<file path="config.mk">
export PLATFORM = sky130hd
export DESIGN_NAME = json_string_unescape_utf8
export DESIGN_NICKNAME = d
export VERILOG_FILES = /design/src/rtl/core/jsu_pkg.sv /design/src/rtl/core/jsu_decode.sv /design/src/rtl/core/jsu_queue.sv /design/src/rtl/core/json_string_unescape_utf8.sv
export SDC_FILE = /design/constraint.sdc
export NUM_CORES = 1
export LEC_CHECK = 0
export BUFFER_PORTS_ARGS = -buffer_cell sky130_fd_sc_hd__buf_4
export CAP_MARGIN = 20
export CORE_MARGIN = 4
export CORE_UTILIZATION = 40
export DETAILED_ROUTE_END_ITERATION = 10
export PLACE_DENSITY = 0.57
export SETUP_SLACK_MARGIN = 0.05
export SLEW_MARGIN = 20
export SYNTH_ARGS = -nofsm -noshare
export SYNTH_HDL_FRONTEND = slang
export SYNTH_SLANG_ARGS = --single-unit
</file>
<file path="constraint.sdc">
create_clock -name clock -period 3.57 [get_ports clock]
set_input_delay 0.357 -clock clock [delete_from_list [all_inputs] [get_ports clock]]
set_output_delay 0.357 -clock clock [all_outputs]
set_load 0.02 [all_outputs]
</file>
<file path="src/rtl/core/jsu_pkg.sv">
// Shared types and constants for the JSON string unescaper.
`timescale 1ns / 1ps
`default_nettype none

package jsu_pkg;

   // Result kinds
   localparam logic [1:0] KIND_BYTE  = 2'd0;
   localparam logic [1:0] KIND_CLOSE = 2'd1;
   localparam logic [1:0] KIND_ERROR = 2'd2;

   // Error codes
   localparam logic [2:0] ERR_NONE     = 3'd0;
   localparam logic [2:0] ERR_CONTROL  = 3'd1;
   localparam logic [2:0] ERR_ESCAPE   = 3'd2;
   localparam logic [2:0] ERR_HEX      = 3'd3;
   localparam logic [2:0] ERR_UNTERM   = 3'd4;

   // Most result words one input byte can cause
   localparam int MAX_RESULTS = 3;

   // Output queue; depth must be a power of two
   localparam int QDEPTH  = 8;
   localparam int QPTR_W  = $clog2(QDEPTH);
   localparam int QCNT_W  = $clog2(QDEPTH + 1);

   typedef struct packed {
      logic [7:0] out_byte;
      logic [1:0] kind;
      logic [2:0] error_code;
      logic       run_last;
   } rsp_word_type;

   typedef struct packed {
      logic [1:0]                         count;
      rsp_word_type [MAX_RESULTS-1:0]     words;
   } rsp_bundle_type;

endpackage

`default_nettype wire

</file>
<file path="src/rtl/core/jsu_decode.sv">
// Escape decoder: phase and hex accumulator registers plus the per-byte decode logic.
`timescale 1ns / 1ps
`default_nettype none

module jsu_decode (
   input  wire logic                    clock,
   input  wire logic                    reset,
   input  wire logic                    strict_mode,
   input  wire logic                    step,
   input  wire logic [7:0]              in_byte,
   input  wire logic                    input_end,
   output jsu_pkg::rsp_bundle_type      bundle
);
   import jsu_pkg::*;

   typedef enum logic [2:0] {
      PH_NORMAL,
      PH_ESCAPE,
      PH_HEX0,
      PH_HEX1,
      PH_HEX2,
      PH_HEX3,
      PH_WAIT
   } phase_type;

   localparam logic [7:0] CH_QUOTE = 8'h22;
   localparam logic [7:0] CH_BSL   = 8'h5c;
   localparam logic [7:0] CH_SLASH = 8'h2f;
   localparam logic [7:0] CH_B     = 8'h62;
   localparam logic [7:0] CH_F     = 8'h66;
   localparam logic [7:0] CH_N     = 8'h6e;
   localparam logic [7:0] CH_R     = 8'h72;
   localparam logic [7:0] CH_T     = 8'h74;
   localparam logic [7:0] CH_U     = 8'h75;
   localparam logic [7:0] CTRL_MAX = 8'h1f;

   phase_type   phase_ff, phase_in;
   logic [11:0] accum_ff, accum_in;

   logic [4:0]  hex;      // {valid, value}
   logic [15:0] code;
   logic [1:0]  count;
   rsp_word_type [MAX_RESULTS-1:0] words;

   function automatic logic [4:0] hex_digit(input logic [7:0] c);
      logic [4:0] r;
      r = 5'd0;
      if (c >= 8'h30 && c <= 8'h39) r = {1'b1, 4'(c - 8'h30)};
      else if (c >= 8'h61 && c <= 8'h66) r = {1'b1, 4'(c - 8'h57)};
      else if (c >= 8'h41 && c <= 8'h46) r = {1'b1, 4'(c - 8'h37)};
      return r;
   endfunction

   function automatic rsp_word_type mk(input logic [7:0] b, input logic [1:0] k,
                                       input logic [2:0] e);
      rsp_word_type w;
      w.out_byte   = b;
      w.kind       = k;
      w.error_code = e;
      w.run_last   = 1'b0;
      return w;
   endfunction

   assign hex  = hex_digit(in_byte);
   assign code = {accum_ff, hex[3:0]};

   always_comb begin
      phase_in = phase_ff;
      accum_in = accum_ff;
      count    = 2'd0;
      for (int i = 0; i < MAX_RESULTS; i++) words[i] = mk(8'd0, KIND_BYTE, ERR_NONE);

      if (phase_ff == PH_WAIT) begin
         if (!input_end && in_byte == CH_QUOTE) begin
            phase_in = PH_NORMAL;
            accum_in = 12'd0;
         end
      end else if (input_end) begin
         phase_in = PH_WAIT;
         accum_in = 12'd0;
         count    = 2'd1;
         words[0] = mk(8'd0, KIND_ERROR, ERR_UNTERM);
      end else begin
         case (phase_ff)
            PH_NORMAL: begin
               if (in_byte == CH_QUOTE) begin
                  phase_in = PH_WAIT;
                  accum_in = 12'd0;
                  count    = 2'd1;
                  words[0] = mk(8'd0, KIND_CLOSE, ERR_NONE);
               end else if (in_byte <= CTRL_MAX && strict_mode) begin
                  phase_in = PH_WAIT;
                  accum_in = 12'd0;
                  count    = 2'd1;
                  words[0] = mk(8'd0, KIND_ERROR, ERR_CONTROL);
               end else if (in_byte == CH_BSL) begin
                  phase_in = PH_ESCAPE;
               end else begin
                  count    = 2'd1;
                  words[0] = mk(in_byte, KIND_BYTE, ERR_NONE);
               end
            end
            PH_ESCAPE: begin
               phase_in = PH_NORMAL;
               count    = 2'd1;
               case (in_byte)
                  CH_QUOTE, CH_BSL, CH_SLASH: words[0] = mk(in_byte, KIND_BYTE, ERR_NONE);
                  CH_B: words[0] = mk(8'h08, KIND_BYTE, ERR_NONE);
                  CH_F: words[0] = mk(8'h0c, KIND_BYTE, ERR_NONE);
                  CH_N: words[0] = mk(8'h0a, KIND_BYTE, ERR_NONE);
                  CH_R: words[0] = mk(8'h0d, KIND_BYTE, ERR_NONE);
                  CH_T: words[0] = mk(8'h09, KIND_BYTE, ERR_NONE);
                  CH_U: begin
                     phase_in = PH_HEX0;
                     accum_in = 12'd0;
                     count    = 2'd0;
                  end
                  default: begin
                     if (strict_mode) begin
                        phase_in = PH_WAIT;
                        accum_in = 12'd0;
                        words[0] = mk(8'd0, KIND_ERROR, ERR_ESCAPE);
                     end else begin
                        count    = 2'd2;
                        words[0] = mk(CH_BSL, KIND_BYTE, ERR_NONE);
                        words[1] = mk(in_byte, KIND_BYTE, ERR_NONE);
                     end
                  end
               endcase
            end
            PH_HEX0, PH_HEX1, PH_HEX2, PH_HEX3: begin
               if (!hex[4]) begin
                  phase_in = PH_WAIT;
                  accum_in = 12'd0;
                  count    = 2'd1;
                  words[0] = mk(8'd0, KIND_ERROR, ERR_HEX);
               end else if (phase_ff == PH_HEX3) begin
                  phase_in = PH_NORMAL;
                  accum_in = 12'd0;
                  if (code <= 16'h007f) begin
                     count    = 2'd1;
                     words[0] = mk(code[7:0], KIND_BYTE, ERR_NONE);
                  end else if (code <= 16'h07ff) begin
                     count    = 2'd2;
                     words[0] = mk(8'hc0 | {3'd0, code[10:6]}, KIND_BYTE, ERR_NONE);
                     words[1] = mk(8'h80 | {2'd0, code[5:0]}, KIND_BYTE, ERR_NONE);
                  end else begin
                     count    = 2'd3;
                     words[0] = mk(8'he0 | {4'd0, code[15:12]}, KIND_BYTE, ERR_NONE);
                     words[1] = mk(8'h80 | {2'd0, code[11:6]}, KIND_BYTE, ERR_NONE);
                     words[2] = mk(8'h80 | {2'd0, code[5:0]}, KIND_BYTE, ERR_NONE);
                  end
               end else begin
                  accum_in = {accum_ff[7:0], hex[3:0]};
                  case (phase_ff)
                     PH_HEX0: phase_in = PH_HEX1;
                     PH_HEX1: phase_in = PH_HEX2;
                     default: phase_in = PH_HEX3;
                  endcase
               end
            end
            default: begin
               phase_in = PH_WAIT;
               accum_in = 12'd0;
            end
         endcase
      end

      // mark the last word of this byte's run
      for (int i = 0; i < MAX_RESULTS; i++) begin
         words[i].run_last = (2'(i + 1) == count);
      end

      bundle.count = count;
      bundle.words = words;
   end

   always_ff @(posedge clock) begin
      if (reset) begin
         phase_ff <= PH_NORMAL;
         accum_ff <= 12'd0;
      end else if (step) begin
         phase_ff <= phase_in;
         accum_ff <= accum_in;
      end
   end

endmodule

`default_nettype wire

</file>
<file path="src/rtl/core/jsu_queue.sv">
// Result queue: takes up to three words per cycle, hands out one word per cycle.
`timescale 1ns / 1ps
`default_nettype none

module jsu_queue (
   input  wire logic                          clock,
   input  wire logic                          reset,
   input  wire logic                          push,
   input  wire jsu_pkg::rsp_bundle_type       push_bundle,
   input  wire logic                          pop,
   output jsu_pkg::rsp_word_type              head,
   output logic [jsu_pkg::QCNT_W-1:0]         count
);
   import jsu_pkg::*;

   rsp_word_type             mem_ff [QDEPTH];
   logic [QPTR_W-1:0]        wr_ptr_ff, wr_ptr_in;
   logic [QPTR_W-1:0]        rd_ptr_ff, rd_ptr_in;
   logic [QCNT_W-1:0]        count_ff, count_in;
   logic [1:0]               n_push;
   logic                     do_pop;

   assign n_push = push ? push_bundle.count : 2'd0;
   assign do_pop = pop && (count_ff != '0);

   assign wr_ptr_in = wr_ptr_ff + QPTR_W'(n_push);
   assign rd_ptr_in = rd_ptr_ff + QPTR_W'(do_pop);
   assign count_in  = count_ff + QCNT_W'(n_push) - QCNT_W'(do_pop);

   always_ff @(posedge clock) begin
      for (int i = 0; i < MAX_RESULTS; i++) begin
         if (2'(i) < n_push) begin
            mem_ff[QPTR_W'(wr_ptr_ff + QPTR_W'(i))] <= push_bundle.words[i];
         end
      end
   end

   always_ff @(posedge clock) begin
      if (reset) begin
         wr_ptr_ff <= '0;
         rd_ptr_ff <= '0;
         count_ff  <= '0;
      end else begin
         wr_ptr_ff <= wr_ptr_in;
         rd_ptr_ff <= rd_ptr_in;
         count_ff  <= count_in;
      end
   end

   assign head  = mem_ff[rd_ptr_ff];
   assign count = count_ff;

endmodule

`default_nettype wire

</file>
<file path="src/rtl/core/json_string_unescape_utf8.sv">
// Top level of the JSON string unescaper with UTF-8 output.
// Usage:
//   req channel: one raw byte of a string body per word, starting after the
//   opening quote; req_input_end marks the end of the buffer.
//   rsp channel: one result word per cycle: a decoded byte, a close marker
//   or an error; rsp_run_last flags the last word caused by one req word.
//   csr channel: writes strict_mode; always ready. Write only while idle.
// Path: an accepted req word is held in the input stage register, decoded
//   from it and pushed into the queue when the stage steps.
// Throughput: one req word per cycle. A \u escape yields up to three words
//   from its last hex digit, drained one per cycle by the eight-word queue.
//   The input stage steps only while the queue has room for three words.
// Reset: strict mode on, decoder outside any escape, queue empty.
// Stall: when rsp_ready is low the queue fills, the input stage holds and
//   req_ready drops; nothing is lost or repeated.
`timescale 1ns / 1ps
`default_nettype none

module json_string_unescape_utf8 (
   input  wire logic        clock,
   input  wire logic        reset,
   input  wire logic        req_valid,
   output logic             req_ready,
   input  wire logic [7:0]  req_in_byte,
   input  wire logic        req_input_end,
   output logic             rsp_valid,
   input  wire logic        rsp_ready,
   output logic [7:0]       rsp_out_byte,
   output logic [1:0]       rsp_kind,
   output logic [2:0]       rsp_error_code,
   output logic             rsp_run_last,
   input  wire logic        csr_valid,
   output logic             csr_ready,
   input  wire logic        csr_strict_mode
);
   import jsu_pkg::*;

   localparam logic [QCNT_W-1:0] ROOM_LIMIT = QCNT_W'(QDEPTH - MAX_RESULTS);

   logic              strict_ff, strict_in;
   logic              s1_valid_ff, s1_valid_in;
   logic [7:0]        s1_byte_ff;
   logic              s1_end_ff;
   logic              req_accept;
   logic              step;
   rsp_bundle_type    bundle;
   rsp_word_type      head;
   logic [QCNT_W-1:0] q_count;

   // Config register: always ready, take the new mode on a write.
   assign csr_ready = 1'b1;
   assign strict_in = (csr_valid && csr_ready) ? csr_strict_mode : strict_ff;

   // Input stage advances when the queue can absorb a full run of words.
   assign step        = s1_valid_ff && (q_count <= ROOM_LIMIT);
   assign req_ready   = !s1_valid_ff || step;
   assign req_accept  = req_valid && req_ready;
   assign s1_valid_in = req_accept || (s1_valid_ff && !step);

   always_ff @(posedge clock) begin
      if (reset) begin
         strict_ff   <= 1'b1;
         s1_valid_ff <= 1'b0;
      end else begin
         strict_ff   <= strict_in;
         s1_valid_ff <= s1_valid_in;
      end
   end

   // Payload of the input stage: load on accept, hold otherwise.
   always_ff @(posedge clock) begin
      if (req_accept) begin
         s1_byte_ff <= req_in_byte;
         s1_end_ff  <= req_input_end;
      end
   end

   jsu_decode u_decode (
      .clock       (clock),
      .reset       (reset),
      .strict_mode (strict_ff),
      .step        (step),
      .in_byte     (s1_byte_ff),
      .input_end   (s1_end_ff),
      .bundle      (bundle)
   );

   jsu_queue u_queue (
      .clock       (clock),
      .reset       (reset),
      .push        (step),
      .push_bundle (bundle),
      .pop         (rsp_ready),
      .head        (head),
      .count       (q_count)
   );

   // Drive the result channel from the queue head.
   assign rsp_valid      = (q_count != '0);
   assign rsp_out_byte   = head.out_byte;
   assign rsp_kind       = head.kind;
   assign rsp_error_code = head.error_code;
   assign rsp_run_last   = head.run_last;

   // Queue never overfills.
   assert property (@(posedge clock) disable iff (reset)
      q_count <= QCNT_W'(QDEPTH))
      else $error("result queue overflow");

   // A stalled input stage keeps its word.
   assert property (@(posedge clock) disable iff (reset)
      (s1_valid_ff && !step) |=> (s1_valid_ff && $stable(s1_byte_ff) && $stable(s1_end_ff)))
      else $error("input stage lost a word");

   // Close and error words always end their run.
   assert property (@(posedge clock) disable iff (reset)
      (rsp_valid && rsp_kind != KIND_BYTE) |-> rsp_run_last)
      else $error("close or error word not last in run");

   // Non-error words carry no error code.
   assert property (@(posedge clock) disable iff (reset)
      (rsp_valid && rsp_kind != KIND_ERROR) |-> (rsp_error_code == ERR_NONE))
      else $error("error code on a non-error word");

endmodule

`default_nettype wire
</file>
==> flow_metrics.py <==
metrics = {
    "global_routing": {
        "grt_max_degree": 30,
        "antenna_found_initial": 0,
        "grt_pass1_vias": 7972,
        "track_usage_pct": 22.2,
        "overflow": 0,
        "grt_pass1_wl_um": 45000,
    },
    "synth": {
        "yosys_most_used_dff": "dfxtp_1",
        "synth.distinct_cells": 85,
        "yosys_warnings": 0,
        "synth_nets": 987,
        "avgSynthCellArea_sq_um": 9.59,
        "yosysSeqAreaShare_pct": 40.3,
        "syn_inst": 955,
        "synth_edf_count": 73,
        "ys_ff_latch": 148,
        "mappedNetlistArea_sq_um": 9160,
        "synthArstFlopShare_pct": 0,
    },
    "place": {
        "dp_hpwl_um": 21500,
        "numPortBuffers": 30,
        "dpl.cell_count": 1294,
        "gp_congestion": 0.983,
    },
    "die": {
        "die_w_um": 159,
        "die_area_sq_um": 25400,
        "dieHeight_um": 159,
        "core_region_area_sq_um": 22600,
        "row_count": 55,
        "ios": 32,
        "initial_core_util_pct": 40.6,
    },
    "worst_setup_path": {
        "cp.required_ps": 3650,
        "slowest_stage": "o41a_1",
        "crit_fanout": 15,
        "crit_type": "reg -> reg",
        "path_cells": "ha_1 > nor2b_1 > o311a_1 > or2_1 > o41a_1 > buf_4 > o31ai_4 > nand3_1",
        "worstPathArrival_ps": 3440,
        "r2r_end": "u_queue.mem_ff[1][7]$_DFFE_PP_",
        "cp-start-kind": "flip-flop",
        "r2r_slack_ps": 210,
        "critPathLaunch": "s1_byte_ff[1]$_DFFE_PP_",
        "cp_slowest_stage_delay_ps": 640,
        "r2r_cells": 8,
        "end_kind": "flip-flop",
        "r2r-start": "s1_byte_ff[1]$_DFFE_PP_",
    },
    "sta": {
        "clock.fmax_mhz": 297,
        "hold_violations": 0,
        "fin_setup_tns_ps": 0,
        "fin_crit_sh_pct": 94.2,
        "tightest_slew_ps": 973,
        "setup_viol": 0,
        "skew_ps": 13.6,
        "drv_slew": 0,
        "period_minus_slack_ps": 3360,
        "max_slew_margin_pct": 34.4,
        "rsz0062_at_grt": "false",
    },
    "detailed_routing": {
        "wire_per_inst_um": 21.4,
        "via_per_inst": 6.14,
        "first_pass_iters": 7,
        "antenna_left": 0,
        "drt_iter0_markers": 702,
        "routed_wl_um": 28400,
        "vias": 8144,
        "drc_errors": 0,
    },
    "finish": {
        "multi_input_area_sq_um": 5120,
        "final_nets": 1060,
        "stdcell_count": 1327,
        "fillers": 2162,
        "layout_common_cells": "nand2_1 (158), buf_4 (115), a21oi_1 (96)",
        "drive_gt1_share_pct": 22.3,
        "seq_area_sq_um": 3690,
        "area_growth_pct": 17.2,
        "layout_commonest_cell": "nand2_1",
    },
    "clocking": {
        "cts_buffers": 17,
        "clockBufferDepth": 2,
        "clock_latency_ps": 440,
        "numClockSinks": 148,
        "clkTransAtPathRegs_ps": 60,
        "cts-htree-levels": 4,
        "cts_setup_buffers": 0,
        "cts_tree": "yes",
        "root_buffer": "clkbuf_16",
    },
    "pwr": {
        "power_density_nw_per_um2": 540,
        "p_leak_nw": 3.81,
        "ir_worst_vdd_mv": 0.337,
    },
    "worst_hold_path": {
        "min_from": "req_in_byte[6]",
        "min_to": "s1_byte_ff[6]$_DFFE_PP_",
        "hold_path.class": "in -> reg",
        "hold_depth": 1,
    },
    "run_status": {
        "status": "completed",
    },
    "job": {
        "drv_cap": 0,
    },
}
Yosys cell counts (13+ instances only):
master    count  share of area, %
a211oi_1     18               1.5
a21oi_1      96               5.2
a221oi_1     18               1.7
a22oi_1      20               1.6
buf_2        13              0.71
clkbuf_1     33               1.4
dfxtp_1      75                16
edfxtp_1     73                24
ha_1         15               2.0
inv_1        17              0.70
mux2_2       15               1.8
mux2i_1      15               1.6
mux4_2       28               6.9
nand2_1     159               6.5
nand2b_1     19               1.3
nand3_1      21               1.1
nor2_1       48               2.0
nor3_1       23               1.3
o211ai_1     13               1.1
o21ai_0      29               1.6
cells by family after synthesis:
kind of cell	count (synthesis)	synth area share, %
simple gates	354	19.0
compound gates	289	22.9
flops	148	40.3
buf+inv	81	4.23
mux	58	10.4
fa+ha+maj	17	2.49
xor+xnor	7	0.669
other cells	1	0.0409
metrics by stage:
step                      power (mW)  hold slack [ps]  area [sq um]  utilization (%)  setup WS [ps]
final                           5.79             97.3         10700             47.6            205
after global routing            6.08             86.4         10700             47.5           51.6
after CTS                       5.80             91.1         10700             47.4           89.1
after detailed placement        4.01              447         10100             44.8           99.8
after global placement          3.99              441         10100             44.8            176
after floorplan                 3.34              433          9160                -            172
timing repair:
action                                  in CTS  in global routing
gates resized for setup                      0                  7
endpoints found under the hold margin        0                  0
hold buffers                                 0                  0
endpoints found under the setup margin       0                 59
layer usage:
metal,track usage (%),wire [um],vias up
met5,0,0,-
met4,8.52,885,0
met3,4.40,1840,56
met2,36.5,13500,353
met1,29.1,12200,3930
li1,-,-,3805
final cells by class:
cell class	instances	area share, %
Clock buffer	20	4.46
Timing Repair Buffer	117	8.41
Clock inverter	12	1.00
Multi-Input combinational cell	726	47.7
Antenna cell	1	0.0233
Inverter	18	0.629
Tap cell	285	3.32
Sequential cell	148	34.4
flip-flops by register name, indices dropped and copies added (netlist names):
name	cells
u_queue.rd_ptr_ff	3
u_queue.mem_ff	112
s1_end_ff	1
s1_valid_ff	1
s1_byte_ff	8
u_decode.phase_ff	3
u_decode.accum_ff	12
u_queue.wr_ptr_ff	3
strict_ff	1
u_queue.count	4
critical path, delay by kind of cell (launching register included):
family	cells	cell delay, ps
DFF	1	420
AOI/OAI and AO/OA	3	1230
adders and majority gates	1	260
buffers and inverters	1	270
and+or+nand+nor	3	820
where the power goes:
group / internal [mW] / leakage (nW) / total [mW] / switching (mW)
registers: 1.93 / 1.31 / 2.06 / 0.134
clock network: 0.999 / 0.294 / 1.80 / 0.798
logic: 0.821 / 2.20 / 1.94 / 1.11
total: 3.75 / 3.81 / 5.79 / 2.04
worst max path at each step:
stage	slack, ps	to	cells past startpoint
global placement	180	u_queue.mem_ff[4][9]$_DFFE_PP_	9
detailed placement	100	u_queue.mem_ff[4][11]$_DFFE_PP_	9
finish	210	u_queue.mem_ff[1][7]$_DFFE_PP_	8
CTS	90	u_queue.mem_ff[4][6]$_DFFE_PP_	9
floorplan	170	u_queue.count[3]$_SDFF_PP0_	14
global route	50	u_queue.mem_ff[1][13]$_DFFE_PP_	8
(Power assumes the default switching activity.)
